File: src/hw/rtl/tedet_pkg.sv
package tedet_pkg;

	// Control bytes
	localparam logic [7:0] CR_BYTE      = 8'h0D;
	localparam logic [7:0] ESC_RESET    = 8'h7E;
	localparam logic [7:0] CMD_EXIT_B   = 8'h2E; // '.'
	localparam logic [7:0] CMD_LIST_B   = 8'h23; // '#'
	localparam logic [7:0] CMD_SHELL_B  = 8'h43; // 'C'
	localparam logic [7:0] CMD_HELP_B   = 8'h3F; // '?'

	// Command codes
	localparam logic [1:0] ACT_EXIT  = 2'd0;
	localparam logic [1:0] ACT_LIST  = 2'd1;
	localparam logic [1:0] ACT_SHELL = 2'd2;
	localparam logic [1:0] ACT_HELP  = 2'd3;

	// Result kinds
	localparam logic KIND_DATA = 1'b0;
	localparam logic KIND_CMD  = 1'b1;

	localparam int MAX_TILDES_DEF = 4095;
	localparam int REPEAT_LIMIT   = 4095;
	localparam int QDEPTH_DEF     = 4;

	localparam int CNT_W  = 12;
	localparam int DATA_W = 24;

	typedef enum logic [2:0] {
		MODE_NORMAL = 3'b001,
		MODE_CR     = 3'b010,
		MODE_HOLD   = 3'b100
	} mode_t;

	// One queued job: optional released escape run, then the main result
	typedef struct packed {
		logic             pre_valid;
		logic [7:0]       pre_byte;
		logic [CNT_W-1:0] pre_count;
		logic             main_kind;
		logic [7:0]       main_byte;
		logic [1:0]       main_action;
	} job_t;

	function automatic logic is_cmd(input logic [7:0] b);
		is_cmd = (b == CMD_EXIT_B) || (b == CMD_LIST_B) ||
			(b == CMD_SHELL_B) || (b == CMD_HELP_B);
	endfunction

	function automatic logic [1:0] cmd_code(input logic [7:0] b);
		case (b)
			CMD_EXIT_B:  cmd_code = ACT_EXIT;
			CMD_LIST_B:  cmd_code = ACT_LIST;
			CMD_SHELL_B: cmd_code = ACT_SHELL;
			CMD_HELP_B:  cmd_code = ACT_HELP;
			default:     cmd_code = ACT_EXIT;
		endcase
	endfunction

endpackage

File: src/hw/rtl/tedet_front.sv
module tedet_front #(
	parameter int MAX_TILDES = tedet_pkg::MAX_TILDES_DEF
) (
	input  logic                clk,
	input  logic                arst_n,
	input  logic                in_valid,
	input  logic [7:0]          in_byte,
	input  logic [7:0]          esc_byte,
	input  logic                q_full,
	output logic                in_ready,
	output logic                push,
	output tedet_pkg::job_t     job
);

	localparam int CAP_I = (MAX_TILDES < tedet_pkg::REPEAT_LIMIT) ?
		MAX_TILDES : tedet_pkg::REPEAT_LIMIT;
	localparam logic [tedet_pkg::CNT_W-1:0] CAP = tedet_pkg::CNT_W'(CAP_I);

	tedet_pkg::mode_t             mode_q, mode_d;
	logic [tedet_pkg::CNT_W-1:0]  cnt_q, cnt_d, rel;
	logic                         acc, bcmd;

	assign in_ready = !q_full;
	assign acc      = in_valid && in_ready;
	assign bcmd     = tedet_pkg::is_cmd(in_byte);

	// Classify the byte against the current mode
	always_comb begin
		mode_d = mode_q;
		cnt_d  = cnt_q;
		push   = 1'b0;
		rel    = '0;
		job    = '0;
		job.main_kind = tedet_pkg::KIND_DATA;
		job.main_byte = in_byte;
		case (mode_q)
			tedet_pkg::MODE_CR: begin
				if (in_byte == esc_byte) begin
					mode_d = tedet_pkg::MODE_HOLD;
					cnt_d  = tedet_pkg::CNT_W'(1);
				end else begin
					push = acc;
					if (in_byte != tedet_pkg::CR_BYTE) begin
						mode_d = tedet_pkg::MODE_NORMAL;
						cnt_d  = '0;
					end
				end
			end
			tedet_pkg::MODE_HOLD: begin
				if (in_byte == esc_byte) begin
					if (cnt_q < CAP)
						cnt_d = cnt_q + tedet_pkg::CNT_W'(1);
				end else if (bcmd && cnt_q <= tedet_pkg::CNT_W'(1)) begin
					push            = acc;
					job.main_kind   = tedet_pkg::KIND_CMD;
					job.main_byte   = '0;
					job.main_action = tedet_pkg::cmd_code(in_byte);
					mode_d          = tedet_pkg::MODE_NORMAL;
					cnt_d           = '0;
				end else begin
					rel           = bcmd ? (cnt_q - tedet_pkg::CNT_W'(1)) : cnt_q;
					push          = acc;
					job.pre_valid = (rel != '0);
					job.pre_byte  = esc_byte;
					job.pre_count = rel;
					cnt_d         = '0;
					mode_d        = (in_byte == tedet_pkg::CR_BYTE) ?
						tedet_pkg::MODE_CR : tedet_pkg::MODE_NORMAL;
				end
			end
			default: begin
				push   = acc;
				cnt_d  = '0;
				mode_d = (in_byte == tedet_pkg::CR_BYTE) ?
					tedet_pkg::MODE_CR : tedet_pkg::MODE_NORMAL;
			end
		endcase
	end

	// Mode and held count
	always_ff @(posedge clk or negedge arst_n) begin
		if (!arst_n) begin
			mode_q <= tedet_pkg::MODE_NORMAL;
			cnt_q  <= '0;
		end else if (acc) begin
			mode_q <= mode_d;
			cnt_q  <= cnt_d;
		end
	end

endmodule

File: src/hw/rtl/tedet_fifo.sv
module tedet_fifo #(
	parameter int DEPTH = tedet_pkg::QDEPTH_DEF
) (
	input  logic                clk,
	input  logic                arst_n,
	input  logic                push,
	input  tedet_pkg::job_t     wr_job,
	input  logic                pop,
	output logic                full,
	output logic                not_empty,
	output tedet_pkg::job_t     rd_job
);

	localparam int PW = (DEPTH > 1) ? $clog2(DEPTH) : 1;
	localparam int CW = $clog2(DEPTH + 1);

	tedet_pkg::job_t mem_q [DEPTH];
	logic [PW-1:0]   wr_ptr_q, rd_ptr_q;
	logic [CW-1:0]   cnt_q;

	assign full      = (cnt_q == CW'(DEPTH));
	assign not_empty = (cnt_q != '0);
	assign rd_job    = mem_q[rd_ptr_q];

	// Entry storage
	always_ff @(posedge clk) begin
		if (push)
			mem_q[wr_ptr_q] <= wr_job;
	end

	// Pointers and fill level
	always_ff @(posedge clk or negedge arst_n) begin
		if (!arst_n) begin
			wr_ptr_q <= '0;
			rd_ptr_q <= '0;
			cnt_q    <= '0;
		end else begin
			if (push)
				wr_ptr_q <= (wr_ptr_q == PW'(DEPTH - 1)) ? '0 : wr_ptr_q + PW'(1);
			if (pop)
				rd_ptr_q <= (rd_ptr_q == PW'(DEPTH - 1)) ? '0 : rd_ptr_q + PW'(1);
			if (push && !pop)
				cnt_q <= cnt_q + CW'(1);
			else if (pop && !push)
				cnt_q <= cnt_q - CW'(1);
		end
	end

endmodule

File: src/hw/rtl/tedet_back.sv
module tedet_back (
	input  logic                          clk,
	input  logic                          arst_n,
	input  logic                          q_not_empty,
	input  tedet_pkg::job_t               head,
	output logic                          pop,
	output logic                          m_tvalid,
	input  logic                          m_tready,
	output logic [tedet_pkg::DATA_W-1:0]  m_tdata,
	output logic                          m_tuser,
	output logic                          m_tlast
);

	logic                         valid_q, phase_q, load, take_pre;
	logic                         kind_q, last_q;
	logic [7:0]                   byte_q;
	logic [tedet_pkg::CNT_W-1:0]  rep_q;
	logic [1:0]                   act_q;

	assign load     = q_not_empty && (!valid_q || m_tready);
	assign take_pre = head.pre_valid && !phase_q;
	assign pop      = load && !take_pre;

	// Output register, control
	always_ff @(posedge clk or negedge arst_n) begin
		if (!arst_n) begin
			valid_q <= 1'b0;
			phase_q <= 1'b0;
		end else begin
			if (load)
				valid_q <= 1'b1;
			else if (m_tready)
				valid_q <= 1'b0;
			if (load)
				phase_q <= take_pre;
		end
	end

	// Output register, payload
	always_ff @(posedge clk) begin
		if (load) begin
			if (take_pre) begin
				kind_q <= tedet_pkg::KIND_DATA;
				byte_q <= head.pre_byte;
				rep_q  <= head.pre_count;
				act_q  <= '0;
				last_q <= 1'b0;
			end else if (head.main_kind == tedet_pkg::KIND_CMD) begin
				kind_q <= tedet_pkg::KIND_CMD;
				byte_q <= '0;
				rep_q  <= '0;
				act_q  <= head.main_action;
				last_q <= 1'b1;
			end else begin
				kind_q <= tedet_pkg::KIND_DATA;
				byte_q <= head.main_byte;
				rep_q  <= tedet_pkg::CNT_W'(1);
				act_q  <= '0;
				last_q <= 1'b1;
			end
		end
	end

	assign m_tvalid = valid_q;
	assign m_tdata  = {2'b00, act_q, rep_q, byte_q};
	assign m_tuser  = kind_q;
	assign m_tlast  = last_q;

endmodule

File: src/hw/rtl/terminal_escape_sequence_detector_core.sv
// Terminal escape sequence detector.
// Input stream s_*: one terminal byte per transfer in s_tdata[7:0].
// Output stream m_*: results; m_tuser is the kind (0 data run, 1 command),
// m_tdata carries out_byte, repeat count and command code, m_tlast marks the
// final result caused by an input byte. A byte yields zero, one or two results.
// cfg_we/cfg_wdata write the escape character (tilde after reset); write only
// while no transfer is in flight.
// Path: an accepted byte is written to the FIFO, then loaded into the output
// register, which drives m_tvalid; when a held run is released the byte
// itself follows the run as a separate result.
// Throughput: one input byte per cycle while the FIFO is not full; a byte
// that releases a held run takes one output transfer per result.
// Accepted bytes are classified at once by the front end and queued as jobs
// in a small FIFO (FIFO_DEPTH entries); s_tready drops only when it is full.
// When the receiver stalls, the output register holds its result and the
// FIFO absorbs further bytes until full.
// Reset clears mode, held count, FIFO and output valid, and restores the
// escape character to tilde.
module terminal_escape_sequence_detector_core #(
	parameter int MAX_TILDES = tedet_pkg::MAX_TILDES_DEF,
	parameter int FIFO_DEPTH = tedet_pkg::QDEPTH_DEF
) (
	input  logic                          clk,
	input  logic                          arst_n,
	input  logic                          s_tvalid,
	output logic                          s_tready,
	input  logic [7:0]                    s_tdata,   // [7:0] in_byte
	output logic                          m_tvalid,
	input  logic                          m_tready,
	output logic [tedet_pkg::DATA_W-1:0]  m_tdata,   // [7:0] out_byte, [19:8] repeat_res,
	                                                 // [21:20] action, [23:22] zero
	output logic                          m_tuser,   // [0] kind
	output logic                          m_tlast,
	input  logic                          cfg_we,
	input  logic [7:0]                    cfg_wdata
);

	logic [7:0]           esc_q;
	logic                 q_push, q_full;
	tedet_pkg::job_t      wr_job, head;
	logic                 pop, q_not_empty;

	// Escape character register
	always_ff @(posedge clk or negedge arst_n) begin
		if (!arst_n)
			esc_q <= tedet_pkg::ESC_RESET;
		else if (cfg_we)
			esc_q <= cfg_wdata;
	end

	tedet_front #(.MAX_TILDES(MAX_TILDES)) u_front (
		.clk      (clk),
		.arst_n   (arst_n),
		.in_valid (s_tvalid),
		.in_byte  (s_tdata),
		.esc_byte (esc_q),
		.q_full   (q_full),
		.in_ready (s_tready),
		.push     (q_push),
		.job      (wr_job)
	);

	tedet_fifo #(.DEPTH(FIFO_DEPTH)) u_fifo (
		.clk       (clk),
		.arst_n    (arst_n),
		.push      (q_push),
		.wr_job    (wr_job),
		.pop       (pop),
		.full      (q_full),
		.not_empty (q_not_empty),
		.rd_job    (head)
	);

	tedet_back u_back (
		.clk         (clk),
		.arst_n      (arst_n),
		.q_not_empty (q_not_empty),
		.head        (head),
		.pop         (pop),
		.m_tvalid    (m_tvalid),
		.m_tready    (m_tready),
		.m_tdata     (m_tdata),
		.m_tuser     (m_tuser),
		.m_tlast     (m_tlast)
	);

endmodule

File: config.mk
export PLATFORM = sky130hd
export DESIGN_NAME = terminal_escape_sequence_detector_core
export DESIGN_NICKNAME = d
export VERILOG_FILES = /design/src/hw/rtl/tedet_pkg.sv /design/src/hw/rtl/tedet_front.sv /design/src/hw/rtl/tedet_fifo.sv /design/src/hw/rtl/tedet_back.sv /design/src/hw/rtl/terminal_escape_sequence_detector_core.sv
export SDC_FILE = /design/constraint.sdc
export NUM_CORES = 1
export LEC_CHECK = 0
export BUFFER_PORTS_ARGS = -buffer_cell sky130_fd_sc_hd__buf_2
export CAP_MARGIN = 20
export CORE_MARGIN = 1
export CORE_UTILIZATION = 35
export CTS_CLUSTER_DIAMETER = 40
export DETAILED_ROUTE_END_ITERATION = 8
export PLACE_DENSITY = 0.6
export SETUP_SLACK_MARGIN = 0.3
export SYNTH_ARGS = -nofsm -noshare
export SYNTH_HDL_FRONTEND = slang
export SYNTH_SLANG_ARGS = --single-unit
File: constraint.sdc
create_clock -name clk -period 3.53 [get_ports clk]
set_input_delay 0.1765 -clock clk [delete_from_list [all_inputs] [get_ports clk]]
set_output_delay 0.1765 -clock clk [all_outputs]
set_load 0.05 [all_outputs]
* Word-level counts from Yosys, hierarchy flattened
Memories as Yosys holds them, arrays and structs flattened. Index checks and enable logic that the tools add are counted.
Word-level totals: memory bits (writable) 128, output and inout bits 28, flip-flop bits (word level) 56, input port bits 21, memories kept 1
Cells by class: mux-type cells 33, equality and inequality tests 15, order comparisons 2, bitwise gates (word level) 1, add/subtract/negate cells 6, reduce and logical (&&, ||, !) cells 25
Memory list:
- u_fifo.mem_q | depth 4, bits a word 32, rd ports 1, clocked after Yosys merged registers in 0, wr ports 1, line tedet_fifo.sv:17 | tedet_pkg::job_t mem_q [DEPTH];
Operators by type and width (number):
- $mux 12 | 6
- $mux 32 | 2
- $eq 8x6->1 const B | 3
- $pmux 12 s2 | 1
- $mux 21 | 1
- $mux 3 | 6
- $mux 8 | 2
- $add 12x1->12 const B | 1
- $le 12x1->1 const B | 1
- $lt 12x12->1 const B | 1
- $reduce_bool 12->1 | 1
- $sub 12x1->12 const B | 1
- $mux 11 | 1
- $mux 1 | 9
- $eq 8x4->1 const B | 1
- $eq 8x7->1 const B | 1
- $eq 8x8->1 | 1
- $ne 8x4->1 const B | 1
- $logic_and 1x1->1 | 7
- $eq 3x3->1 const B | 2
- $logic_not 1->1 | 6
- $mux 2 | 3
- $pmux 2 s3 | 1
- $pmux 3 s2 | 1
- other kinds (14) | 22

* Logic depth before layout (Yosys ltp)
Gate-level depths: netlist of run 1.
depth after elaboration 9, depth in mapped cells 12, depth with buffers taken out 11

* Hierarchy
From an unflattened synthesis of run 1, not the netlist that was laid out.
Unflattened totals: cells, all modules 533, area total of the unflattened synthesis 8244.2 µm²
Modules (own cells, without submodules):
- tedet_fifo | sequential area each 4018.9 µm², instances 1, cells an instance 205, area an instance 5083.6 µm²
- tedet_front | sequential area each 376.6 µm², instances 1, cells an instance 230, area an instance 1712.9 µm²
- tedet_back | sequential area each 770.7 µm², instances 1, cells an instance 81, area an instance 1108.6 µm²
- terminal_escape_sequence_detector_core | sequential area each 207.7 µm², instances 1, cells an instance 17, area an instance 339.1 µm²

* Worst setup path after synthesis of run 1
Ideal clock, no wire load.
kind reg-to-reg, start reg u_back.valid_q (netlist: u_back.m_tvalid), end reg u_fifo.cnt_q[1], arrival time 3257 ps, stages on the path, launching flop included 7, setup slack 148 ps, period minus slack after synthesis 3382 ps, library setup time 125 ps, required time 3405 ps, cell sequence dfrtp_1 > a21oi_1 > nand2_1 > ha_1 > inv_1 > fa_1 > mux2_2
Between the ends: longest elaborated chain between the ends 7, elaborated cells between the ends (all ways) 9, classes of those cells 1 x mux; 8 x reduce/logical
Ends and longest elaborated chain:
- from (decl) | line tedet_back.sv:14 | logic valid_q, phase_q, load, take_pre;
- from (signal assigned) | line tedet_back.sv:27 | valid_q <= 1'b0;
- from (signal assigned) | line tedet_back.sv:31 | valid_q <= 1'b1;
- from (signal assigned) | line tedet_back.sv:33 | valid_q <= 1'b0;
- $logic_not 1->1 (*) | line tedet_back.sv:20 | assign load = q_not_empty && (!valid_q || m_tready);
- $logic_or 1x1->1 (*) | line tedet_back.sv:20
- $logic_and 1x1->1 (*) | line tedet_back.sv:20
- via u_back.load | line tedet_back.sv:14
- $logic_and 1x1->1 (*) | line tedet_back.sv:22 | assign pop = load && !take_pre;
- $logic_not 1->1 | line tedet_fifo.sv:42 | if (push && !pop)
- $logic_and 1x1->1 | line tedet_fifo.sv:42
- $mux 3 / $reduce_bool 2->1 (equally long branches)
- to (signal assigned) | line tedet_fifo.sv:43 | cnt_q <= cnt_q + CW'(1);
- to (signal assigned) | line tedet_fifo.sv:45 | cnt_q <= cnt_q - CW'(1);
- to (decl) | line tedet_fifo.sv:19 | logic [CW-1:0] cnt_q;
Mark *: on every way through the listed nets, which the timed path passes. The rest lies on a longest branch. A chain may end at the register's enable or synchronous reset.

==> impl_results.html, run 1 <==
<table>
<tr><th>Metric</th><th>Value</th></tr>
<tr><th colspan="2">Global routing</th></tr>
<tr><td>Final global-route overflow total</td><td>0</td></tr>
<tr><td>Pin count of the biggest net entering global routing</td><td>35</td></tr>
<tr><td>Wire length of the first global-routing pass</td><td>26,100 µm</td></tr>
<tr><td>Vias in the first global route</td><td>4,854</td></tr>
<tr><td>Initial antenna violation count</td><td>2</td></tr>
<tr><td>Total routing usage reported by global routing</td><td>14.3%</td></tr>
<tr><th colspan="2">Synth</th></tr>
<tr><td>Async set-or-reset flop fraction in the synthesized netlist</td><td>17.4%</td></tr>
<tr><td>EDFF count, synth</td><td>152</td></tr>
<tr><td>Per-instance average area after synthesis</td><td>15.0 µm²</td></tr>
<tr><td>Count of state elements after synthesis</td><td>184</td></tr>
<tr><td>Synth area leader</td><td>sky130_fd_sc_hd__edfxtp_1</td></tr>
<tr><td>Cell types with the largest area share after synthesis</td><td>sky130_fd_sc_hd__edfxtp_1 (55%), sky130_fd_sc_hd__mux4_2 (8.8%), sky130_fd_sc_hd__dfrtp_1 (7.6%)</td></tr>
<tr><td>Number of distinct library cell variants in the gate-level netlist after synthesis</td><td>62</td></tr>
<tr><td>Total number of yosys warnings</td><td>0</td></tr>
<tr><td>Synth Instances</td><td>548</td></tr>
<tr><td>Most frequently used flop master after synthesis</td><td>sky130_fd_sc_hd__edfxtp_1</td></tr>
<tr><td>Sequential area share after synthesis</td><td>65.3%</td></tr>
<tr><td>Post-Synthesis Cell Area</td><td>8230 µm²</td></tr>
<tr><td>Area share of the largest cell type after synthesis</td><td>55.5%</td></tr>
<tr><th colspan="2">Clock tree</th></tr>
<tr><td>H-tree levels</td><td>4</td></tr>
<tr><td>CTS sink cnt</td><td>184</td></tr>
<tr><td>Count of buffers added by post-CTS timing repair for setup</td><td>0</td></tr>
<tr><td>Buffers from clock root to sink, at most</td><td>2</td></tr>
<tr><td>Clock insertion delay at the later pin of the skew report</td><td>0.43 ns</td></tr>
<tr><td>Root buf cell</td><td>sky130_fd_sc_hd__clkbuf_16</td></tr>
<tr><td>Clock tree from TritonCTS</td><td>yes</td></tr>
<tr><td>Number of CTS-inserted buffers</td><td>17</td></tr>
<tr><td>Clock transition at the register clock pins on the worst setup and hold paths after CTS</td><td>0.08 ns</td></tr>
<tr><th colspan="2">Timing</th></tr>
<tr><td>Slew margin rel.</td><td>49.3%</td></tr>
<tr><td>Worst slew pin tran</td><td>0.760 ns</td></tr>
<tr><td>Total negative slack for setup checks</td><td>0 ns</td></tr>
<tr><td>Period minus WS final</td><td>2.97 ns</td></tr>
<tr><td>Final setup viols</td><td>0</td></tr>
<tr><td>Number of slew-limit violations in the final report</td><td>0</td></tr>
<tr><td>Clock skew</td><td>0.0201 ns</td></tr>
<tr><td>Worst-case hold slack</td><td>0.0573 ns</td></tr>
<tr><td>Achievable clock frequency</td><td>0.337 GHz</td></tr>
<tr><td>Final hold vios</td><td>0</td></tr>
<tr><td>Setup repair after global routing missed its margin</td><td>false</td></tr>
<tr><td>Final Cycle Share</td><td>84.0%</td></tr>
<tr><th colspan="2">Floorplanning</th></tr>
<tr><td>Chip height</td><td>155 µm</td></tr>
<tr><td>Starting density of the core</td><td>36.0%</td></tr>
<tr><td>Standard-cell rows</td><td>55</td></tr>
<tr><td>Core Area</td><td>22,800 µm²</td></tr>
<tr><td>Die footprint</td><td>24,100 µm²</td></tr>
<tr><td>DIE WIDTH</td><td>155 µm</td></tr>
<tr><td>Ports placed on the boundary</td><td>49</td></tr>
<tr><th colspan="2">Power</th></tr>
<tr><td>Leakage power summed over all cells</td><td>3.32 nW</td></tr>
<tr><td>Maximum VDD drop</td><td>0.000351 V</td></tr>
<tr><td>Pwr dens</td><td>752 nW/µm²</td></tr>
<tr><th colspan="2">Finish</th></tr>
<tr><td>Fraction of layout cells with a size suffix above 1</td><td>24.8%</td></tr>
<tr><td>Synth-to-layout area growth</td><td>15.0%</td></tr>
<tr><td>Utilization after layout</td><td>41.4%</td></tr>
<tr><td>Nets</td><td>631</td></tr>
<tr><td>Most frequent standard cell in the layout excluding fill and tap cells</td><td>sky130_fd_sc_hd__edfxtp_1</td></tr>
<tr><td>Count of non-filler cells in the finished layout</td><td>928</td></tr>
<tr><td>Count of filler cells inserted in the layout</td><td>2,106</td></tr>
<tr><td>Multi-input logic area</td><td>2670 µm²</td></tr>
<tr><td>Area of all sequential standard cells</td><td>5370 µm²</td></tr>
<tr><td>Leading cell types in the layout, fill and taps excluded</td><td>sky130_fd_sc_hd__edfxtp_1 (152), sky130_fd_sc_hd__buf_2 (46), sky130_fd_sc_hd__nor2_1 (44)</td></tr>
<tr><th colspan="2">Placement</th></tr>
<tr><td>Last weighted congestion value of the routability-driven placer</td><td>0.805</td></tr>
<tr><td>Count of buffers from port buffering</td><td>46</td></tr>
<tr><td>Number of cells in the design after placement</td><td>884</td></tr>
<tr><td>Detailed placement HPWL</td><td>10,400 µm</td></tr>
<tr><th colspan="2">Critical path</th></tr>
<tr><td>Critical Path AT</td><td>3.26 ns</td></tr>
<tr><td>Critical path launch point type</td><td>flop</td></tr>
<tr><td>Critical Path Fanout Max</td><td>14</td></tr>
<tr><td>Data required time at the worst endpoint</td><td>3.83 ns</td></tr>
<tr><td>Worst setup path class</td><td>flop to flop</td></tr>
<tr><td>Critical Path End Type</td><td>flop</td></tr>
<tr><th colspan="2">Detailed routing</th></tr>
<tr><td>DRC violation total after the first TritonRoute iteration</td><td>340</td></tr>
<tr><td>Number of remaining DRC errors</td><td>0</td></tr>
<tr><td>Overall routed net length</td><td>16,300 µm</td></tr>
<tr><td>Antenna-violating nets left</td><td>0</td></tr>
<tr><td>Total number of vias</td><td>4,778</td></tr>
<tr><td>Vias per inst</td><td>5.15</td></tr>
<tr><td>First-pass iteration count of the detailed router</td><td>5</td></tr>
<tr><td>Routed wire per std cell</td><td>17.6 µm</td></tr>
<tr><th colspan="2">Run</th></tr>
<tr><td>Number of max-capacitance violations reported</td><td>0</td></tr>
<tr><th colspan="2">Status</th></tr>
<tr><td>Outcome</td><td>finished, final reports clean</td></tr>
<tr><th colspan="2">Hold path</th></tr>
<tr><td>Worst min path class</td><td>input port to flop</td></tr>
</table>
-- registers in the layout, summed over array words and instances, names as in the netlist --
name             count
esc_q                8
u_back.act_q         2
u_back.byte_q        8
u_back.m_tlast       1
u_back.m_tuser       1
u_back.m_tvalid      1
u_back.phase_q       1
u_back.rep_q        12
u_fifo.cnt_q         3
u_fifo.mem_q       128
u_fifo.rd_ptr_q      2
u_fifo.wr_ptr_q      2
u_front.cnt_q       12
u_front.mode_q       3
-- metrics by stage --
stage / power (W) / cell area, µm² / setup slack [ns]
final: 0.00712 / 9460 / 0.565
after global routing: 0.00748 / 9460 / 0.316
after CTS: 0.00722 / 9460 / 0.537
after detailed placement: 0.00543 / 8790 / 0.562
after global placement: 0.00537 / 8790 / 0.629
after floorplan: 0.00486 / 8230 / 0.586
-- cells in the mapped netlist, types with 7 or more instances --
cell type                  instances
sky130_fd_sc_hd__a21oi_1           9
sky130_fd_sc_hd__o31ai_1           8
sky130_fd_sc_hd__inv_1            12
sky130_fd_sc_hd__mux2i_1           8
sky130_fd_sc_hd__dfrtp_1          25
sky130_fd_sc_hd__nand2_1          23
sky130_fd_sc_hd__and2_1           14
sky130_fd_sc_hd__edfxtp_1        152
sky130_fd_sc_hd__dfstp_2           7
sky130_fd_sc_hd__mux4_2           32
sky130_fd_sc_hd__mux2_2           13
sky130_fd_sc_hd__nand3_1          14
sky130_fd_sc_hd__nor2b_1          22
sky130_fd_sc_hd__xor2_1           17
sky130_fd_sc_hd__ha_1              9
sky130_fd_sc_hd__nor2_1           44
sky130_fd_sc_hd__clkbuf_1         24
sky130_fd_sc_hd__o21ai_0          12
-- logic make-up (layout without fill, tap and decap cells) --
logic type / after synthesis / in the layout / share of synthesized area (%)
AOI/OAI and AO/OA: 59 / 59 / 4.91
xor gates and xnor gates: 22 / 22 / 2.34
adders and majority gates: 10 / 10 / 1.61
buffers and inverters: 47 / 111 / 2.42
DFF: 184 / 184 / 65.3
muxes: 53 / 53 / 11.5
other: 1 / 4 / 0.0456
and+or+nand+nor: 172 / 172 / 11.8
-- layer usage --
layer  GRT usage (%)  part of all wire (%)  wire length [µm]
met2            23.5                    49              7920
met1            18.5                    45              7390
met5               0                     0                 0
met3            3.18                   4.6               746
met4            5.28                   1.6               261
-- report_power, final --
part | total (W) | internal [W] | switching (W) | leakage [nW]
Combinational | 0.00224 | 0.000818 | 0.00143 | 1.21
Sequential | 0.00309 | 0.00294 | 0.000152 | 1.85
Clock | 0.00178 | 0.000927 | 0.000852 | 0.260
-- what timing repair did --
action | 4_1_cts | 5_1_grt
hold endpoints to repair | 34 | 0
gates resized for setup | 0 | 1
endpoints found under the setup margin | 0 | 4
hold buffers | 10 | 0
-- worst max-delay path: stages, from the launching register on --
cell,delay [ns]
sky130_fd_sc_hd__dfrtp_1,0.55
sky130_fd_sc_hd__nor4_4,0.41
sky130_fd_sc_hd__nand2_1,0.19
sky130_fd_sc_hd__or4b_1,0.59
sky130_fd_sc_hd__nor4_4,0.16
sky130_fd_sc_hd__buf_4,0.22
sky130_fd_sc_hd__nand3_1,0.11
sky130_fd_sc_hd__a2111oi_1,0.41
sky130_fd_sc_hd__buf_4,0.20
-- layout make-up --
class | instances | area share, %
antenna | 2 | 0.0529
clock buffer | 17 | 4.49
clock inverter | 15 | 1.45
inverter | 12 | 0.476
multi-input combinational | 318 | 28.2
sequential | 184 | 56.8
tap | 313 | 4.14
timing repair buffer | 67 | 4.36
-- path summary, 6_finish.rpt --
check	from	end	slack (ns)	cells past startpoint
worst max-delay path	u_front.cnt_q[2]	u_fifo.mem_q[3][0]	0.56	8
worst min-delay path	s_tdata[7]	u_fifo.mem_q[0][9]	0.06	1
max in group asynchronous	arst_n	u_fifo.rd_ptr_q[0]	2.68	2
worst min register to register	u_back.phase_q	u_back.phase_q	0.49	1
min in group asynchronous	arst_n	u_back.m_tvalid	0.34	2
worst max register to register	u_front.cnt_q[2]	u_fifo.mem_q[3][0]	0.56	8
(Power assumes the default switching activity.)
==> run 2: changes to the inputs <==
==> constraint.sdc (replaced) <==
create_clock -name clk -period 3.1 [get_ports clk]
set_input_delay 0.155 -clock clk [delete_from_list [all_inputs] [get_ports clk]]
set_output_delay 0.155 -clock clk [all_outputs]
set_load 0.05 [all_outputs]
==> impl_results.html, run 2 (synthesis results as in run 1) <==
<table>
<tr><th>Metric</th><th>Value</th></tr>
<tr><th colspan="2">Hold path</th></tr>
<tr><td>Origin of the worst min-delay path</td><td>s_tdata[7] (unchanged)</td></tr>
<tr><td>Worst min path class</td><td>input port to flop (unchanged)</td></tr>
<tr><td>Endpoint of the worst hold-timing path</td><td>u_fifo.mem_q[2][9] (was u_fifo.mem_q[0][9])</td></tr>
<tr><td>Number of stages on the worst hold path</td><td>1 (unchanged)</td></tr>
<tr><th colspan="2">Floorplanning</th></tr>
<tr><td>Die footprint</td><td>24,100 µm² (unchanged)</td></tr>
<tr><td>Chip height</td><td>155 µm (unchanged)</td></tr>
<tr><td>Standard-cell rows</td><td>55 (unchanged)</td></tr>
<tr><td>DIE WIDTH</td><td>155 µm (unchanged)</td></tr>
<tr><td>Ports placed on the boundary</td><td>49 (unchanged)</td></tr>
<tr><td>Core Area</td><td>22,800 µm² (unchanged)</td></tr>
<tr><td>Starting density of the core</td><td>36.0% (unchanged)</td></tr>
<tr><th colspan="2">Clock tree</th></tr>
<tr><td>Number of CTS-inserted buffers</td><td>17 (unchanged)</td></tr>
<tr><td>Clock transition at the register clock pins on the worst setup and hold paths after CTS</td><td>0.07 ns (was 0.08 ns)</td></tr>
<tr><td>Clock tree from TritonCTS</td><td>yes (unchanged)</td></tr>
<tr><td>H-tree levels</td><td>4 (unchanged)</td></tr>
<tr><td>Clock insertion delay at the later pin of the skew report</td><td>0.42 ns (was 0.43 ns)</td></tr>
<tr><td>Root buf cell</td><td>sky130_fd_sc_hd__clkbuf_16 (unchanged)</td></tr>
<tr><td>CTS sink cnt</td><td>184 (unchanged)</td></tr>
<tr><td>Buffers from clock root to sink, at most</td><td>2 (unchanged)</td></tr>
<tr><th colspan="2">Placement</th></tr>
<tr><td>Last weighted congestion value of the routability-driven placer</td><td>0.802 (was 0.805)</td></tr>
<tr><td>Pre-CTS setup slack</td><td>0.0296 ns (was 0.562 ns)</td></tr>
<tr><td>Count of buffers from port buffering</td><td>46 (unchanged)</td></tr>
<tr><td>Detailed placement HPWL</td><td>10,800 µm (was 10,400 µm)</td></tr>
<tr><td>Number of cells in the design after placement</td><td>889 (was 884)</td></tr>
<tr><th colspan="2">Timing</th></tr>
<tr><td>Period minus WS final</td><td>2.68 ns (was 2.97 ns)</td></tr>
<tr><td>Number of slew-limit violations in the final report</td><td>0 (unchanged)</td></tr>
<tr><td>Worst slew pin tran</td><td>0.997 ns (was 0.760 ns)</td></tr>
<tr><td>Final Cycle Share</td><td>86.5% (was 84.0%)</td></tr>
<tr><td>Setup slack of the critical path after layout</td><td>0.418 ns (was 0.565 ns)</td></tr>
<tr><td>Final setup viols</td><td>0 (unchanged)</td></tr>
<tr><td>Clock skew</td><td>0.00780 ns (was 0.0201 ns)</td></tr>
<tr><td>Achievable clock frequency</td><td>0.373 GHz (was 0.337 GHz)</td></tr>
<tr><td>Setup repair after global routing missed its margin</td><td>false (unchanged)</td></tr>
<tr><td>Final hold vios</td><td>0 (unchanged)</td></tr>
<tr><td>Total negative slack for setup checks</td><td>0 ns (unchanged)</td></tr>
<tr><td>Slew margin rel.</td><td>33.6% (was 49.3%)</td></tr>
<tr><th colspan="2">Global routing</th></tr>
<tr><td>Wire length of the first global-routing pass</td><td>27,400 µm (was 26,100 µm)</td></tr>
<tr><td>Pin count of the biggest net entering global routing</td><td>35 (unchanged)</td></tr>
<tr><td>Total routing usage reported by global routing</td><td>15.1% (was 14.3%)</td></tr>
<tr><td>Initial antenna violation count</td><td>2 (unchanged)</td></tr>
<tr><td>Vias in the first global route</td><td>4,965 (was 4,854)</td></tr>
<tr><td>Final global-route overflow total</td><td>0 (unchanged)</td></tr>
<tr><th colspan="2">Critical path</th></tr>
<tr><td>Destination of the worst register-to-register timing path</td><td>u_fifo.mem_q[0][0] (was u_fifo.mem_q[3][0])</td></tr>
<tr><td>Critical path launch point type</td><td>flop (unchanged)</td></tr>
<tr><td>Max stage delay on crit path</td><td>0.60 ns (was 0.59 ns)</td></tr>
<tr><td>Cell depth of the worst flop-to-flop path</td><td>7 (was 8)</td></tr>
<tr><td>Critical Path End Type</td><td>flop (unchanged)</td></tr>
<tr><td>Critical Path AT</td><td>2.97 ns (was 3.26 ns)</td></tr>
<tr><td>Crit-path leading delay family</td><td>simple AND/OR/NAND/NOR gates (unchanged)</td></tr>
<tr><td>Reg2Reg Launch Point</td><td>u_front.cnt_q[2] (unchanged)</td></tr>
<tr><td>Critical Path Most Common Cell</td><td>sky130_fd_sc_hd__nor4_4</td></tr>
<tr><td>Critical Path Fanout Max</td><td>5 (was 14)</td></tr>
<tr><td>Worst setup path class</td><td>flop to flop (unchanged)</td></tr>
<tr><td>Setup slack on the worst flop-to-flop path</td><td>0.42 ns (was 0.56 ns)</td></tr>
<tr><td>List of cells traversed by the critical path</td><td>nor4_4 &gt; nand2_1 &gt; or4b_1 &gt; nor4_4 &gt; nand3_1 &gt; a2111oi_1 &gt; buf_4 (was nor4_4 &gt; nand2_1 &gt; or4b_1 &gt; nor4_4 &gt; buf_4 &gt; nand3_1 &gt; a2111oi_1 &gt; buf_4)</td></tr>
<tr><td>Slowest stage cell, crit path</td><td>sky130_fd_sc_hd__or4b_1 (unchanged)</td></tr>
<tr><td>Data required time at the worst endpoint</td><td>3.39 ns (was 3.83 ns)</td></tr>
<tr><td>Sum of buffers and inverters on the critical path</td><td>1 (was 2)</td></tr>
<tr><th colspan="2">Finish</th></tr>
<tr><td>Fraction of layout cells with a size suffix above 1</td><td>27.1% (was 24.8%)</td></tr>
<tr><td>Leading cell types in the layout, fill and taps excluded</td><td>sky130_fd_sc_hd__edfxtp_1 (152), sky130_fd_sc_hd__buf_2 (46), sky130_fd_sc_hd__nor2_1 (43) (was sky130_fd_sc_hd__edfxtp_1 (152), sky130_fd_sc_hd__buf_2 (46), sky130_fd_sc_hd__nor2_1 (44))</td></tr>
<tr><td>Largest registers in the final layout</td><td>u_fifo.mem_q: 128 flops, u_back.rep_q: 12 flops, u_front.cnt_q: 12 flops (unchanged)</td></tr>
<tr><td>Max FFs per register</td><td>128 (unchanged)</td></tr>
<tr><td>Nets</td><td>640 (was 631)</td></tr>
<tr><td>Synth-to-layout area growth</td><td>17.2% (was 15.0%)</td></tr>
<tr><td>Most frequent standard cell in the layout excluding fill and tap cells</td><td>sky130_fd_sc_hd__edfxtp_1 (unchanged)</td></tr>
<tr><td>Top reg by flops</td><td>u_fifo.mem_q (unchanged)</td></tr>
<tr><td>Count of non-filler cells in the finished layout</td><td>936 (was 928)</td></tr>
<tr><th colspan="2">Power</th></tr>
<tr><td>Maximum VDD drop</td><td>0.000336 V (was 0.000351 V)</td></tr>
<tr><td>Switching power summed over all nets</td><td>0.00278 W (was 0.00243 W)</td></tr>
<tr><td>Switching share of power</td><td>33.3% (was 34.1%)</td></tr>
<tr><td>Sequential power share</td><td>42.4% (was 43.5%)</td></tr>
<tr><td>Internal power of the cells</td><td>0.00558 W (was 0.00469 W)</td></tr>
<tr><td>Leakage power summed over all cells</td><td>3.40 nW (was 3.32 nW)</td></tr>
<tr><td>Comb pwr share</td><td>31.2% (was 31.5%)</td></tr>
<tr><td>Relative contribution of the clock network to total power</td><td>26.3% (was 25.0%)</td></tr>
<tr><td>Pwr dens</td><td>868 nW/µm² (was 752 nW/µm²)</td></tr>
<tr><td>Tot Pwr</td><td>0.00837 W (was 0.00712 W)</td></tr>
<tr><th colspan="2">Detailed routing</th></tr>
<tr><td>Routed wire per std cell</td><td>18.4 µm (was 17.6 µm)</td></tr>
<tr><td>Overall routed net length</td><td>17,200 µm (was 16,300 µm)</td></tr>
<tr><td>First-pass iteration count of the detailed router</td><td>6 (was 5)</td></tr>
<tr><td>Vias per inst</td><td>5.18 (was 5.15)</td></tr>
<tr><td>Total number of vias</td><td>4,848 (was 4,778)</td></tr>
<tr><td>DRC violation total after the first TritonRoute iteration</td><td>389 (was 340)</td></tr>
<tr><td>Antenna-violating nets left</td><td>0 (unchanged)</td></tr>
<tr><td>Number of remaining DRC errors</td><td>0 (unchanged)</td></tr>
<tr><th colspan="2">Run</th></tr>
<tr><td>Number of max-capacitance violations reported</td><td>0 (unchanged)</td></tr>
<tr><th colspan="2">Status</th></tr>
<tr><td>Outcome</td><td>finished, final reports clean (unchanged)</td></tr>
</table>
-- run 2: cell type report --
cell class | instances | area [µm²]
antenna | 2 | 5.00
clock buffer | 17 | 425
clock inverter | 14 | 175
fill | 2087 | 13200
inverter | 12 | 45.0
multi-input combinational | 319 | 2750
sequential | 184 | 5380
tap | 313 | 392
timing repair buffer | 75 | 473
-- run 2: repair_timing --
| action | CTS | global route |
|---|---|---|
| pin swaps | 0 | 2 |
| endpoints found under the setup margin | 4 | 98 |
| setup buffers | 0 | 3 |
| cloned | 1 | 0 |
| gates resized for setup | 5 | 8 |
| hold buffers | 10 | 0 |
| hold endpoints to repair | 34 | 0 |
-- run 2: worst register-to-register path, cell delays in order, from the launching register on --
cell                        delay (ns)
sky130_fd_sc_hd__dfrtp_1          0.41
sky130_fd_sc_hd__nor4_4           0.36
sky130_fd_sc_hd__nand2_1          0.22
sky130_fd_sc_hd__or4b_1           0.61
sky130_fd_sc_hd__nor4_4           0.19
sky130_fd_sc_hd__nand3_1          0.15
sky130_fd_sc_hd__a2111oi_1        0.43
sky130_fd_sc_hd__buf_4            0.20
-- run 2: metrics by stage --
stage | utilization (%) | hold slack (ns) | cell area (µm²)
floorplan | - | -0.141 | 8240
global placement | 38.7 | 0.252 | 8830
detailed placement | 38.7 | 0.258 | 8830
CTS | 41.9 | 0.0278 | 9570
global route | 42.2 | 0.0347 | 9640
finish | 42.2 | 0.0448 | 9640
-- run 2: how the worst max path moves through the flow --
stage                        from                   to  slack (ns)  depth (start not counted)
2_1_floorplan  u_fifo.rd_ptr_q[0]      u_fifo.cnt_q[1]        0.26                         10
3_3_place_gp             esc_q[6]      u_fifo.cnt_q[1]        0.11                          9
3_5_place_dp             esc_q[6]      u_fifo.cnt_q[1]        0.03                          9
4_1_cts          u_front.cnt_q[4]  u_fifo.mem_q[3][12]        0.34                          6
5_1_grt          u_front.cnt_q[2]   u_fifo.mem_q[2][0]        0.30                          7
6_report         u_front.cnt_q[2]   u_fifo.mem_q[0][0]        0.42                          7
-- run 2: routing by layer --
metal	vias to the layer above	track usage, %	wire, µm
met5	-	0	0
met4	0	5.60	309
met3	22	2.79	907
met2	146	24.7	8360
met1	2465	20.0	7640
li1	2215	-	-
-- run 2: power by group through the flow --
stage          clock network, W  logic [W]  registers [W]
6_report                0.00220    0.00261        0.00355
5_1_grt                 0.00234    0.00284        0.00361
4_1_cts                 0.00224    0.00266        0.00355
3_5_place_dp                  0    0.00261        0.00360
3_3_place_gp                  0    0.00256        0.00357
2_1_floorplan                 0    0.00144        0.00409
==> run 3: changes to the inputs <==
--- a/config.mk
+++ b/config.mk
@@ -7,11 +7,15 @@
 export LEC_CHECK = 0
 export BUFFER_PORTS_ARGS = -buffer_cell sky130_fd_sc_hd__buf_2
 export CAP_MARGIN = 20
+export CELL_PAD_IN_SITES_DETAIL_PLACEMENT = 2
+export CELL_PAD_IN_SITES_GLOBAL_PLACEMENT = 2
+export CORE_ASPECT_RATIO = 0.75
 export CORE_MARGIN = 1
 export CORE_UTILIZATION = 35
 export CTS_CLUSTER_DIAMETER = 40
+export CTS_CLUSTER_SIZE = 14
 export DETAILED_ROUTE_END_ITERATION = 8
-export PLACE_DENSITY = 0.6
+export PLACE_DENSITY = 0.74
 export SETUP_SLACK_MARGIN = 0.3
 export SYNTH_ARGS = -nofsm -noshare
 export SYNTH_HDL_FRONTEND = slang
==> impl_results.html, run 3 (synthesis results as in run 1) <==
<table>
<tr><th>Metric</th><th>Value</th></tr>
<tr><th colspan="2">Critical path</th></tr>
<tr><td>Worst setup path class</td><td>flop to flop (unchanged)</td></tr>
<tr><td>Reg2Reg Launch Point</td><td>u_fifo.rd_ptr_q[0] (was u_front.cnt_q[2])</td></tr>
<tr><td>Setup crit start</td><td>u_fifo.rd_ptr_q[0] (was u_front.cnt_q[2])</td></tr>
<tr><td>Critical Path End Type</td><td>flop (unchanged)</td></tr>
<tr><td>Crit-path leading delay family</td><td>multiplexers (was simple AND/OR/NAND/NOR gates)</td></tr>
<tr><td>Sum of buffers and inverters on the critical path</td><td>1 (unchanged)</td></tr>
<tr><td>Data required time at the worst endpoint</td><td>3.42 ns (was 3.39 ns)</td></tr>
<tr><td>List of cells traversed by the critical path</td><td>mux4_2 &gt; nand2b_2 &gt; nand2_1 &gt; ha_1 &gt; inv_1 &gt; fa_1 &gt; mux2_2 (was nor4_4 &gt; nand2_1 &gt; or4b_1 &gt; nor4_4 &gt; nand3_1 &gt; a2111oi_1 &gt; buf_4)</td></tr>
<tr><td>Max stage delay on crit path</td><td>0.53 ns (was 0.60 ns)</td></tr>
<tr><td>Critical path launch point type</td><td>flop (unchanged)</td></tr>
<tr><td>Critical Path Fanout Max</td><td>13 (was 5)</td></tr>
<tr><td>Critical Path AT</td><td>3.04 ns (was 2.97 ns)</td></tr>
<tr><td>Slowest stage cell, crit path</td><td>sky130_fd_sc_hd__mux4_2 (was sky130_fd_sc_hd__or4b_1)</td></tr>
<tr><th colspan="2">Clock tree</th></tr>
<tr><td>Clock tree from TritonCTS</td><td>yes (unchanged)</td></tr>
<tr><td>H-tree levels</td><td>4 (unchanged)</td></tr>
<tr><td>Clock insertion delay at the later pin of the skew report</td><td>0.44 ns (was 0.42 ns)</td></tr>
<tr><td>CTS sink cnt</td><td>184 (unchanged)</td></tr>
<tr><td>Number of CTS-inserted buffers</td><td>17 (unchanged)</td></tr>
<tr><td>Root buf cell</td><td>sky130_fd_sc_hd__clkbuf_16 (unchanged)</td></tr>
<tr><td>Buffers from clock root to sink, at most</td><td>2 (unchanged)</td></tr>
<tr><td>Clock transition at the register clock pins on the worst setup and hold paths after CTS</td><td>0.07 ns (about the same)</td></tr>
<tr><th colspan="2">Detailed routing</th></tr>
<tr><td>Antenna-violating nets left</td><td>0 (unchanged)</td></tr>
<tr><td>Overall routed net length</td><td>23,000 µm (was 17,200 µm)</td></tr>
<tr><td>Number of remaining DRC errors</td><td>6 (was 0)</td></tr>
<tr><td>First-pass iteration count of the detailed router</td><td>7 (was 6)</td></tr>
<tr><td>Routed wire per std cell</td><td>24.8 µm (was 18.4 µm)</td></tr>
<tr><td>Vias per inst</td><td>5.45 (was 5.18)</td></tr>
<tr><td>Total number of vias</td><td>5,053 (was 4,848)</td></tr>
<tr><td>DRC violation total after the first TritonRoute iteration</td><td>334 (was 389)</td></tr>
<tr><th colspan="2">Power</th></tr>
<tr><td>Leakage power summed over all cells</td><td>3.41 nW (was 3.40 nW)</td></tr>
<tr><td>Pwr dens</td><td>874 nW/µm² (was 868 nW/µm²)</td></tr>
<tr><td>Switching power summed over all nets</td><td>0.00302 W (was 0.00278 W)</td></tr>
<tr><td>Comb pwr share</td><td>32.4% (was 31.2%)</td></tr>
<tr><td>Relative contribution of the clock network to total power</td><td>25.0% (was 26.3%)</td></tr>
<tr><td>Switching share of power</td><td>35.9% (was 33.3%)</td></tr>
<tr><td>Maximum VDD drop</td><td>0.000397 V (was 0.000336 V)</td></tr>
<tr><td>Internal power of the cells</td><td>0.00539 W (was 0.00558 W)</td></tr>
<tr><td>Sequential power share</td><td>42.6% (was 42.4%)</td></tr>
<tr><th colspan="2">Timing</th></tr>
<tr><td>Achievable clock frequency</td><td>0.368 GHz (was 0.373 GHz)</td></tr>
<tr><td>Clock skew</td><td>0.00991 ns (was 0.00780 ns)</td></tr>
<tr><td>Final Cycle Share</td><td>87.6% (was 86.5%)</td></tr>
<tr><td>Final setup viols</td><td>0 (unchanged)</td></tr>
<tr><td>Slew margin rel.</td><td>31.8% (was 33.6%)</td></tr>
<tr><td>Worst slew pin tran</td><td>1.02 ns (was 0.997 ns)</td></tr>
<tr><td>Total negative slack for setup checks</td><td>0 ns (unchanged)</td></tr>
<tr><td>Number of slew-limit violations in the final report</td><td>0 (unchanged)</td></tr>
<tr><td>Setup repair after global routing missed its margin</td><td>true (was false)</td></tr>
<tr><td>Final hold vios</td><td>0 (unchanged)</td></tr>
<tr><td>Period minus WS final</td><td>2.72 ns (was 2.68 ns)</td></tr>
<tr><th colspan="2">Finish</th></tr>
<tr><td>Max FFs per register</td><td>128 (unchanged)</td></tr>
<tr><td>Count of filler cells inserted in the layout</td><td>2,283 (was 2,087)</td></tr>
<tr><td>Nets</td><td>645 (was 640)</td></tr>
<tr><td>Synth-to-layout area growth</td><td>16.9% (was 17.2%)</td></tr>
<tr><td>Largest registers in the final layout</td><td>u_fifo.mem_q: 128 flops, u_back.rep_q: 12 flops, u_front.cnt_q: 12 flops (unchanged)</td></tr>
<tr><td>Top reg by flops</td><td>u_fifo.mem_q (unchanged)</td></tr>
<tr><td>Most frequent standard cell in the layout excluding fill and tap cells</td><td>sky130_fd_sc_hd__edfxtp_1 (unchanged)</td></tr>
<tr><td>Leading cell types in the layout, fill and taps excluded</td><td>sky130_fd_sc_hd__edfxtp_1 (152), sky130_fd_sc_hd__buf_2 (46), sky130_fd_sc_hd__nor2_1 (44) (was sky130_fd_sc_hd__edfxtp_1 (152), sky130_fd_sc_hd__buf_2 (46), sky130_fd_sc_hd__nor2_1 (43))</td></tr>
<tr><td>Utilization after layout</td><td>41.7% (was 42.2%)</td></tr>
<tr><td>Fraction of layout cells with a size suffix above 1</td><td>27.6% (was 27.1%)</td></tr>
<tr><th colspan="2">Placement</th></tr>
<tr><td>Detailed placement HPWL</td><td>15,100 µm (was 10,800 µm)</td></tr>
<tr><td>Count of buffers from port buffering</td><td>46 (unchanged)</td></tr>
<tr><td>Last weighted congestion value of the routability-driven placer</td><td>0.747 (was 0.802)</td></tr>
<tr><th colspan="2">Floorplanning</th></tr>
<tr><td>Die footprint</td><td>24,100 µm² (about the same)</td></tr>
<tr><td>Chip height</td><td>135 µm (was 155 µm)</td></tr>
<tr><td>DIE WIDTH</td><td>179 µm (was 155 µm)</td></tr>
<tr><td>Ports placed on the boundary</td><td>49 (unchanged)</td></tr>
<tr><td>Starting density of the core</td><td>35.7% (was 36.0%)</td></tr>
<tr><td>Standard-cell rows</td><td>48 (was 55)</td></tr>
<tr><td>Core Area</td><td>23,100 µm² (was 22,800 µm²)</td></tr>
<tr><th colspan="2">Status</th></tr>
<tr><td>Outcome</td><td>finished with violations (was finished, final reports clean)</td></tr>
<tr><td>Violated checks</td><td>design-rule violations</td></tr>
<tr><th colspan="2">Hold path</th></tr>
<tr><td>Worst min path class</td><td>input port to flop (unchanged)</td></tr>
<tr><td>Origin of the worst min-delay path</td><td>s_tdata[7] (unchanged)</td></tr>
<tr><th colspan="2">Global routing</th></tr>
<tr><td>Wire length of the first global-routing pass</td><td>35,700 µm (was 27,400 µm)</td></tr>
<tr><td>Pin count of the biggest net entering global routing</td><td>35 (unchanged)</td></tr>
<tr><td>Final global-route overflow total</td><td>0 (unchanged)</td></tr>
<tr><td>Initial antenna violation count</td><td>2 (unchanged)</td></tr>
<tr><td>Total routing usage reported by global routing</td><td>20.5% (was 15.1%)</td></tr>
<tr><td>Vias in the first global route</td><td>5,707 (was 4,965)</td></tr>
<tr><th colspan="2">Run</th></tr>
<tr><td>Number of max-capacitance violations reported</td><td>0 (unchanged)</td></tr>
</table>
[run 3: cell count changes in the layout (fill, tap and decap cells not counted), moves of 2 or more]
cell	change
sky130_fd_sc_hd__clkinv_8	+2
sky130_fd_sc_hd__inv_6	+2
sky130_fd_sc_hd__bufinv_16	-3
sky130_fd_sc_hd__buf_4	+5
[run 3: cell type report]
cell class / count / area [µm²] / area share, %
Multi-Input combinational cell: 319 / 2740 / 28.5
Clock buffer: 18 / 429 / 4.46
Timing Repair Buffer: 80 / 510 / 5.31
Clock inverter: 14 / 135 / 1.41
Tap cell: 300 / 375 / 3.90
Sequential cell: 184 / 5380 / 55.9
Inverter: 12 / 45.0 / 0.468
Antenna cell: 1 / 2.50 / 0.0260
[run 3: path summary, 6_finish.rpt]
| path | slack (ns) | endpoint | cells after the start |
|---|---|---|---|
| worst max-delay path | 0.38 | u_fifo.cnt_q[1] | 7 |
| worst min-delay path | 0.04 | u_fifo.mem_q[2][9] | 1 |
| worst max register to register | 0.38 | u_fifo.cnt_q[1] | 7 |
| worst min register to register | 0.50 | u_back.phase_q | 1 |
| max in group asynchronous | 2.20 | u_front.cnt_q[4] | 2 |
| min in group asynchronous | 0.34 | u_fifo.wr_ptr_q[1] | 2 |
[run 3: stage by stage]
stage | std cells | worst slack (ns) | hold WS (ns) | power, W | cell area [µm²]
global placement | 881 | 0.143 | 0.271 | 0.00615 | 8860
finish | 928 | 0.384 | 0.0391 | 0.00841 | 9620
global route | 928 | 0.247 | 0.0374 | 0.00883 | 9620
floorplan | 549 | 0.264 | -0.141 | 0.00553 | 8240
detailed placement | 881 | 0.0671 | 0.280 | 0.00636 | 8860
CTS | 927 | 0.290 | 0.0157 | 0.00851 | 9580
[run 3: power groups by stage]
stage	combinational [W]	clock [W]	sequential, W
floorplan	0.00144	0	0.00409
global placement	0.00260	0	0.00355
detailed placement	0.00273	0	0.00363
CTS	0.00277	0.00215	0.00359
global route	0.00295	0.00225	0.00364
finish	0.00272	0.00210	0.00358
[run 3: repair_timing]
| action | CTS | global route |
|---|---|---|
| pin swaps | 2 | 1 |
| endpoints found under the hold margin | 34 | 0 |
| gates cloned | 1 | 0 |
| setup endpoints to repair | 216 | 162 |
| buffers inserted | 3 | 0 |
| hold buffers | 10 | 0 |
| resized for setup | 6 | 6 |
[run 3: per-layer routing]
layer / routed length, µm / vias to the layer above / global-route usage, % / part of all wire [%]
li1: - / 2218 / - / -
met4: 282 / 2 / 5.41 / 1.2
met3: 1080 / 24 / 4.84 / 4.7
met2: 11400 / 119 / 34.1 / 50
met1: 10200 / 2690 / 26.8 / 44
met5: 13 / - / 0 / 0.056
[run 3: worst register-to-register path, stage by stage, from the launching register on]
cell                       delay, ns
sky130_fd_sc_hd__dfrtp_2        0.37
sky130_fd_sc_hd__mux4_2         0.53
sky130_fd_sc_hd__nand2b_2       0.42
sky130_fd_sc_hd__nand2_1        0.23
sky130_fd_sc_hd__ha_1           0.29
sky130_fd_sc_hd__inv_1          0.08
sky130_fd_sc_hd__fa_1           0.41
sky130_fd_sc_hd__mux2_2         0.27
